<file path="src/hw/rtl/crcaug_pkg.sv">
package crcaug_pkg;

  // Default width of the remainder in bytes.
  localparam int unsigned CRC_BYTES_DEF = 4;

  localparam int unsigned CNT_W   = 32;
  localparam int unsigned POLY_W  = 32;
  localparam int unsigned APB_AW  = 3;
  localparam int unsigned APB_DW  = 32;

  localparam logic [POLY_W-1:0] POLY_RESET = 32'h0000_0002;
  localparam logic [CNT_W-1:0]  CNT_MAX    = '1;

  // Byte address of the polynomial register.
  localparam logic [APB_AW-1:0] ADDR_POLY = 3'd0;

  typedef enum logic {
    KIND_DATA   = 1'b0,
    KIND_FINISH = 1'b1
  } kind_e;

endpackage

</file>
<file path="src/hw/rtl/crcaug_step.sv">
module crcaug_step #(
  parameter int unsigned Width = 32
) (
  input  logic [Width-1:0] rem_i,
  input  logic [Width-1:0] poly_i,
  input  logic [7:0]       byte_i,
  output logic [Width-1:0] rem_o
);

  // Eight bit steps of the long division, most significant message bit first.
  always_comb begin
    logic [Width-1:0] r;
    logic             top;
    r = rem_i;
    for (int k = 0; k < 8; k++) begin
      top = r[Width-1];
      r   = {r[Width-2:0], byte_i[3'(7 - k)]};
      if (top) begin
        r = r ^ poly_i;
      end
    end
    rem_o = r;
  end

endmodule

</file>
<file path="src/hw/rtl/crc32_augmented_division.sv">
// CRC by plain polynomial long division, MSB first, zero start value and no
// final XOR. The polynomial register (byte address 0, reset 0x2) holds the
// generator without its leading one; it must be written only while the block
// is idle. Each input transaction carries kind in tuser (0 = data byte,
// 1 = finish) and the byte in tdata. Both sides move one transaction per
// cycle unless m_axis_tready stalls the pipeline. A data byte is folded into
// the running remainder in the cycle it is accepted and produces no output.
// A finish hands the remainder and the byte count to an augmentation pipeline
// whose first stage captures them and whose CRC_BYTES later stages each shift
// in eight zero bits, and clears both for the next message at once; its
// result (crc_value in tdata bits 31:0, byte_total in bits 63:32) is offered
// from the last stage. The byte count saturates at 0xFFFFFFFF.
module crc32_augmented_division #(
  parameter int unsigned CRC_BYTES = crcaug_pkg::CRC_BYTES_DEF
) (
  input  logic                          clk_i,
  input  logic                          rst_ni,
  // APB configuration port
  input  logic                          psel,
  input  logic                          penable,
  input  logic                          pwrite,
  input  logic [crcaug_pkg::APB_AW-1:0] paddr,
  input  logic [crcaug_pkg::APB_DW-1:0] pwdata,
  output logic [crcaug_pkg::APB_DW-1:0] prdata,
  output logic                          pready,
  // Input stream
  input  logic                          s_axis_tvalid,
  output logic                          s_axis_tready,
  input  logic [7:0]                    s_axis_tdata,  // [7:0] data_byte
  input  logic                          s_axis_tuser,  // [0] kind
  // Result stream
  output logic                          m_axis_tvalid,
  input  logic                          m_axis_tready,
  output logic [63:0]                   m_axis_tdata   // [31:0] crc_value, [63:32] byte_total
);
  import crcaug_pkg::*;

  localparam int unsigned CrcW = 8 * CRC_BYTES;
  localparam int unsigned NStg = CRC_BYTES + 1;

  logic [POLY_W-1:0] poly_q, poly_d;
  logic [CrcW-1:0]   poly_w;
  logic [CrcW+POLY_W-1:0] poly_ext;

  logic [CrcW-1:0]  rem_q, rem_d, rem_byte;
  logic [CNT_W-1:0] cnt_q, cnt_d;

  logic             in_acc;
  logic             cfg_wr;

  logic [NStg-1:0]  vld_q, vld_d;
  logic [NStg-1:0]  stg_rdy;
  logic [CrcW-1:0]  srem_q [NStg];
  logic [CNT_W-1:0] scnt_q [NStg];
  logic [CrcW-1:0]  srem_nxt [NStg-1];

  logic [CrcW+31:0] crc_ext;

  // Configuration
  assign pready = 1'b1;
  assign prdata = poly_q;
  assign cfg_wr = psel && penable && pwrite && pready && (paddr == ADDR_POLY);
  assign poly_d = cfg_wr ? pwdata : poly_q;

  always_ff @(posedge clk_i or negedge rst_ni) begin
    if (!rst_ni) begin
      poly_q <= POLY_RESET;
    end else begin
      poly_q <= poly_d;
    end
  end

  // The polynomial is cut or zero-extended to the remainder width.
  assign poly_ext = {{CrcW{1'b0}}, poly_q};
  assign poly_w   = poly_ext[CrcW-1:0];

  // Running remainder and byte count
  assign s_axis_tready = stg_rdy[0];
  assign in_acc        = s_axis_tvalid && s_axis_tready;

  crcaug_step #(.Width(CrcW)) u_data_step (
    .rem_i  (rem_q),
    .poly_i (poly_w),
    .byte_i (s_axis_tdata),
    .rem_o  (rem_byte)
  );

  always_comb begin
    rem_d = rem_q;
    cnt_d = cnt_q;
    if (in_acc) begin
      case (kind_e'(s_axis_tuser))
        KIND_DATA: begin
          rem_d = rem_byte;
          if (cnt_q != CNT_MAX) begin
            cnt_d = cnt_q + 1'b1;
          end
        end
        KIND_FINISH: begin
          rem_d = '0;
          cnt_d = '0;
        end
        default: begin
          rem_d = rem_q;
          cnt_d = cnt_q;
        end
      endcase
    end
  end

  always_ff @(posedge clk_i or negedge rst_ni) begin
    if (!rst_ni) begin
      rem_q <= '0;
      cnt_q <= '0;
    end else begin
      rem_q <= rem_d;
      cnt_q <= cnt_d;
    end
  end

  // Augmentation pipeline: stage 0 holds the captured remainder, every later
  // stage has shifted in eight more zero bits.
  assign stg_rdy[NStg-1] = !vld_q[NStg-1] || m_axis_tready;

  for (genvar j = 0; j < NStg - 1; j++) begin : g_aug
    assign stg_rdy[j] = !vld_q[j] || stg_rdy[j+1];

    crcaug_step #(.Width(CrcW)) u_aug_step (
      .rem_i  (srem_q[j]),
      .poly_i (poly_w),
      .byte_i (8'h00),
      .rem_o  (srem_nxt[j])
    );
  end

  always_ff @(posedge clk_i) begin
    if (stg_rdy[0]) begin
      srem_q[0] <= rem_q;
      scnt_q[0] <= cnt_q;
    end
    for (int j = 1; j < NStg; j++) begin
      if (stg_rdy[j]) begin
        srem_q[j] <= srem_nxt[j-1];
        scnt_q[j] <= scnt_q[j-1];
      end
    end
  end

  always_comb begin
    vld_d = vld_q;
    if (stg_rdy[0]) begin
      vld_d[0] = in_acc && (kind_e'(s_axis_tuser) == KIND_FINISH);
    end
    for (int j = 1; j < NStg; j++) begin
      if (stg_rdy[j]) begin
        vld_d[j] = vld_q[j-1];
      end
    end
  end

  always_ff @(posedge clk_i or negedge rst_ni) begin
    if (!rst_ni) begin
      vld_q <= '0;
    end else begin
      vld_q <= vld_d;
    end
  end

  assign crc_ext       = {32'h0, srem_q[NStg-1]};
  assign m_axis_tvalid = vld_q[NStg-1];
  assign m_axis_tdata  = {scnt_q[NStg-1], crc_ext[31:0]};

endmodule

</file>
<file path="config.mk">
export PLATFORM = sky130hd
export DESIGN_NAME = crc32_augmented_division
export DESIGN_NICKNAME = d
export VERILOG_FILES = /design/src/hw/rtl/crcaug_pkg.sv /design/src/hw/rtl/crcaug_step.sv /design/src/hw/rtl/crc32_augmented_division.sv
export SDC_FILE = /design/constraint.sdc
export NUM_CORES = 2
export LEC_CHECK = 0
export BUFFER_PORTS_ARGS = -buffer_cell sky130_fd_sc_hd__buf_4
export CAP_MARGIN = 10
export CORE_ASPECT_RATIO = 0.7
export CORE_MARGIN = 8
export CORE_UTILIZATION = 40
export DETAILED_ROUTE_END_ITERATION = 8
export SETUP_SLACK_MARGIN = 0.05
export SLEW_MARGIN = 5
export SYNTH_ARGS = -nofsm -noshare
export SYNTH_HDL_FRONTEND = slang
export SYNTH_SLANG_ARGS = --single-unit
</file>
<file path="constraint.sdc">
create_clock -name clk_i -period 4.64 [get_ports clk_i]
set_input_delay 0.696 -clock clk_i [delete_from_list [all_inputs] [get_ports clk_i]]
set_output_delay 0.696 -clock clk_i [all_outputs]
set_load 0.01 [all_outputs]
</file>
# Yosys cells after proc, flatten, opt, wreduce, memory -nomap -nowiden
# Memories as Yosys holds them, arrays and structs flattened.
# Cells that the tools add are included.
# word_totals
reg_bits	101
ram_bits	320
inputBits	51
out_inout_bits	99
wordCells	124
memories	2
# op_classes
n_addsub	1
eq_ne	2
n_mux	53
n_bitwise	41
reduce_logical	17
# mem_list
memory	depth	word_bits	rd	rd_ports_with_merged_regs	wr	line	source
scnt_q	5	32	5	0	5	crc32_augmented_division.sv:54	logic [CNT_W-1:0] scnt_q [NStg];
srem_q	5	32	5	0	5	crc32_augmented_division.sv:53	logic [CrcW-1:0] srem_q [NStg];
# ops
operator	count
$mux 32	41
$xor 32x32->32	40
$pmux 32 s2	2
$add 32x1->32 const B	1
$ne 32x32->1 const B	1
$mux 1	10
$logic_and 1x1->1	5
$logic_not 1->1	5
$logic_or 1x1->1	5
$logic_not 3->1	1
$ne 2x2->1 const B	1
$reduce_and 2->1	1
$not 1->1	1

# Depth between registers and ports, before layout
# logic_depth
word_depth	17
depth_mapped	18
depth_no_buf	11

# Modules after synthesis
# From an unflattened synthesis, not the netlist that was laid out.
# hier_totals
hier_cells	6749
hier_area_um2	48472.7
# modules_own_cells
module	instances	cells_per_inst	area_per_inst_um2	seq_area_each_um2
crcaug_step	5	1183	6716.4	0.0
crc32_augmented_division	1	834	14890.5	12137.9

# Least setup slack after synthesis
# Ideal clock, no wire load.
# synth_path
path_type	in2reg
start	input port m_axis_tready
end	register cnt_q[1]
arrival_ps	4689
slack_ps	-185
cell_stages	8
path_buffers	2
cell_sequence	nor2b_1 and2_1 nand4_1 nand2_1 a31o_2 clkbuf_1 buf_1 o21ai_0
# synth_via
elab_chain_len	7
# synth_lines
item	line	source
from (decl)	crc32_augmented_division.sv:33	input logic m_axis_tready,
$logic_or 1x1->1	crc32_augmented_division.sv:123	assign stg_rdy[NStg-1] = !vld_q[NStg-1] || m_axis_tready;
$logic_or 1x1->1 (4 in a row)	crc32_augmented_division.sv:126	assign stg_rdy[j] = !vld_q[j] || stg_rdy[j+1];
via s_axis_tready	crc32_augmented_division.sv:28	output logic s_axis_tready,
$logic_and 1x1->1	crc32_augmented_division.sv:79	assign in_acc = s_axis_tvalid && s_axis_tready;
$reduce_and 2->1 (no source line)	-	
to (signal assigned)	crc32_augmented_division.sv:117	cnt_q <= cnt_d;
to (decl)	crc32_augmented_division.sv:46	logic [CNT_W-1:0] cnt_q, cnt_d;
# The timed path passes the listed nets, and every way through them passes these cells.
# A chain may end at the register's enable or synchronous reset.

==> results by stage <==
Yosys:
- The synthesized netlist contains 67 unique library cells.
- The number of warnings printed during yosys synthesis is 0.
- The post-synthesis area per instance is 8.93 µm².
- In this run, synthesis produced a sequential element count of 421.
- The post-synthesis instance area is 32,700 µm².
- The number of instances in the synthesized netlist is 3,660.
- The total nets after synthesis is 3,712.
- Counting flops with an async set or reset pin after synthesis yields a share of 24.0%.
- The sequential fraction of the synthesis area is 37.2%.
- Counting flops with a built-in enable in the synthesized netlist gives 320.
- The most used flip-flop cell after synthesis is sky130_fd_sc_hd__edfxtp_1.

GRT:
- Entering global routing, the biggest net connects 66 pins.
- The overall overflow remaining after global route is 0.
- The number of antenna violations at the first check in global routing was 3.
- The first global-routing pass estimated 129,000 µm of wire.
- The number of global-route vias before repair is 21,800.
- The total global-route track usage is 17.6%.

Floorplanning:
- Once the floorplan was initialized, standard cells occupied 40.5% of the core.
- After floorplanning, the core was sized to cover 80,700 µm².
- For this design the top-level I/O count stands at 150.
- The floorplan step defined a die boundary enclosing 91,200 µm².
- The die outline width is 358 µm.
- The cell row count is 87.
- The die is 255 µm tall.

CTS:
- The post-CTS resize count is 0.
- The root buffer cell is sky130_fd_sc_hd__clkbuf_16.
- The clock tree synthesis step divided the H-tree into 2 levels.
- Buffers inserted during clock tree synthesis total 48.
- The clock tree from TritonCTS is built.
- The clock latency of the later-clocked register in the worst-skew pair is 610 ps.
- The clock transition time at the flip-flop clock pins of the worst setup and hold paths is 70 ps.
- The buffer depth of the longest clock path is 3.
- The sink count of the clock tree is 421.
- Post-CTS timing repair inserted 0 buffers for setup.
- For this design, the CTS-stage hold fixing added 0 buffers.

Route:
- The first routing iteration left 1,834 violations.
- The post-detailed-route DRC marker count is 0.
- The remaining antenna violation count after routing is 0.
- In the routed layout, each cell is associated on average with a via count of 4.83.
- The average wire length per cell after detail routing is 17.1 µm.
- Summing over every cut layer, the via total after detailed routing is 23,000.
- The routed wire length is 81,600 µm.
- The detailed-routing iteration count for the pre-antenna-repair pass is 5.

Setup path:
- The startpoint identified for the worst register-to-register timing path is prdata[31].
- In this run the critical register-to-register path is captured at srem_q[0][103].
- The critical path is of the reg2reg type.
- For the worst setup path, the data required time is 4990 ps.
- The arrival time at the worst endpoint is 4680 ps.
- The type of origin of the critical path is a register.
- The slack of the worst reg-to-reg path is 310 ps.
- The highest fanout seen on the critical path is 32.
- The worst setup path is captured at a register.
- The cell depth of the worst flop-to-flop path is 12.

Worst hold path:
- The worst hold path class is in2async.

Finish:
- In the layout the commonest cells are 1,246 x sky130_fd_sc_hd__nand2_1, 1,051 x sky130_fd_sc_hd__xnor2_1, 320 x sky130_fd_sc_hd__edfxtp_1.
- The number of diodes is 0.
- In the final design database the tool counted 3,710 nets.
- Of the cells placed in the final design, the portion with a size suffix greater than 1 is 12.3%.
- The commonest non-fill, non-tap cell in the layout is sky130_fd_sc_hd__nand2_1.
- Cells fill 45.3% of the core in the end.
- From synthesis to final layout, the design area changed by 11.9%.
- The final non-filler cell total is 4,766.

Run:
- The count of max-cap constraint violations is 0.

Timing:
- The worst relative slew slack is 23.6%.
- Setup slack closes at 311 ps.
- Between clock sinks in the finished design, the worst skew comes to 28.0 ps.
- The fmax is 231 MHz.
- Setup repair after global routing left no endpoint under its margin.
- The setup TNS is 0 ps.
- The number of failing hold endpoints at the final stage is 0.
- Setup violations remaining at the end of the flow were counted as 0.
- The time the final worst path needs with I/O delays and setup is 4330 ps.
- The post-route clock period utilization is 93.3%.
- For the pin with the worst max-slew slack, the measured transition is 1150 ps.
- The number of pins with negative max-slew slack in the final report is 0.

Run status:
- The flow ran to the end, and the final reports show no timing, DRC or antenna violations.

Place:
- The estimated wirelength of the detail-placed design is 56,600 µm.
- Before CTS, the worst setup slack after placement is 204 ps.
- The final RePlAce weighted congestion is 0.808.
- In this run the tool buffered the top-level ports with 144 buffer cells.
- The number of placed instances with taps included is 4,676.
[sequential cells by signal, summed over array words and instances (netlist names)]
register,count
scnt_q,160
srem_q,160
cnt_q,32
prdata,32
rem_q,32
vld_q,5
[kinds of logic (layout without fill, tap and decap cells)]
logic type | Yosys count | after routing | share of synthesized area, %
DFF | 421 | 421 | 37.2
AOI/OAI and AO/OA | 205 | 205 | 3.79
and+or+nand+nor | 1444 | 1444 | 17.7
muxes | 53 | 53 | 1.80
adders and majority gates | 1 | 1 | 0.0383
buffers and inverters | 334 | 372 | 4.61
xor gates and xnor gates | 1201 | 1201 | 34.9
other | 1 | 1 | 0.0115
[Yosys cell counts, types with 17 or more instances]
cell type / instances / area (µm²)
sky130_fd_sc_hd__nor3_1: 18 / 90.1
sky130_fd_sc_hd__o21ai_1: 25 / 125
sky130_fd_sc_hd__buf_4: 42 / 315
sky130_fd_sc_hd__mux2i_1: 17 / 170
sky130_fd_sc_hd__o21ai_0: 82 / 410
sky130_fd_sc_hd__xnor3_1: 46 / 1040
sky130_fd_sc_hd__clkbuf_1: 175 / 657
sky130_fd_sc_hd__edfxtp_1: 320 / 9610
sky130_fd_sc_hd__dfrtp_1: 100 / 2500
sky130_fd_sc_hd__buf_2: 47 / 235
sky130_fd_sc_hd__nand2_1: 1247 / 4680
sky130_fd_sc_hd__nand3_1: 36 / 180
sky130_fd_sc_hd__a21oi_1: 47 / 235
sky130_fd_sc_hd__xnor2_1: 1068 / 9350
sky130_fd_sc_hd__nor2_1: 47 / 176
sky130_fd_sc_hd__buf_1: 53 / 199
sky130_fd_sc_hd__mux2_2: 33 / 372
sky130_fd_sc_hd__xor2_1: 64 / 561
[metrics by stage]
step	hold slack (ps)	instance area [µm²]
after floorplan	400	32700
after global placement	401	35000
after detailed placement	405	35000
after CTS	203	36600
after global routing	230	36600
final	190	36600
[layer usage]
metal  GRT usage, %  routed length, µm  up-vias
met2           26.3              33900      584
met3           2.80               5290       91
met4           3.92               1440        0
met5              0                  0        -
li1               -                  -    11500
met1           26.7              41000    10800
[critical path: stages, from the launching register on]
cell	delay, ps
sky130_fd_sc_hd__dfrtp_4	640
sky130_fd_sc_hd__buf_4	270
sky130_fd_sc_hd__and3b_1	200
sky130_fd_sc_hd__a221oi_2	230
sky130_fd_sc_hd__xnor2_2	180
sky130_fd_sc_hd__nand2_2	110
sky130_fd_sc_hd__xnor3_1	420
sky130_fd_sc_hd__mux2_2	290
sky130_fd_sc_hd__a22oi_2	290
sky130_fd_sc_hd__mux2i_1	280
sky130_fd_sc_hd__xnor3_2	770
sky130_fd_sc_hd__nand2_1	170
sky130_fd_sc_hd__xnor2_1	170
[cell type report]
| cell class | count | area [µm²] |
|---|---|---|
| fill | 7619 | 44100 |
| multi-input combinational | 2905 | 19300 |
| sequential | 421 | 12100 |
| timing repair buffer | 270 | 2160 |
| clock buffer | 68 | 1370 |
| tap | 1068 | 1340 |
| clock inverter | 22 | 235 |
| inverter | 12 | 46.3 |
[worst max-delay path by stage]
stage                             start        endpoint  cells after the start
after detailed placement     prdata[31]        rem_q[8]                     12
after global routing         prdata[31]   srem_q[0][86]                     12
after CTS                    prdata[31]        rem_q[8]                     12
after global placement       prdata[31]   srem_q[0][97]                     11
final                        prdata[31]  srem_q[0][103]                     12
after floorplan           m_axis_tready       cnt_q[30]                     11
Power is not shown: default switching activity piles up to over one toggle a cycle in this logic, so the estimate is an artifact.
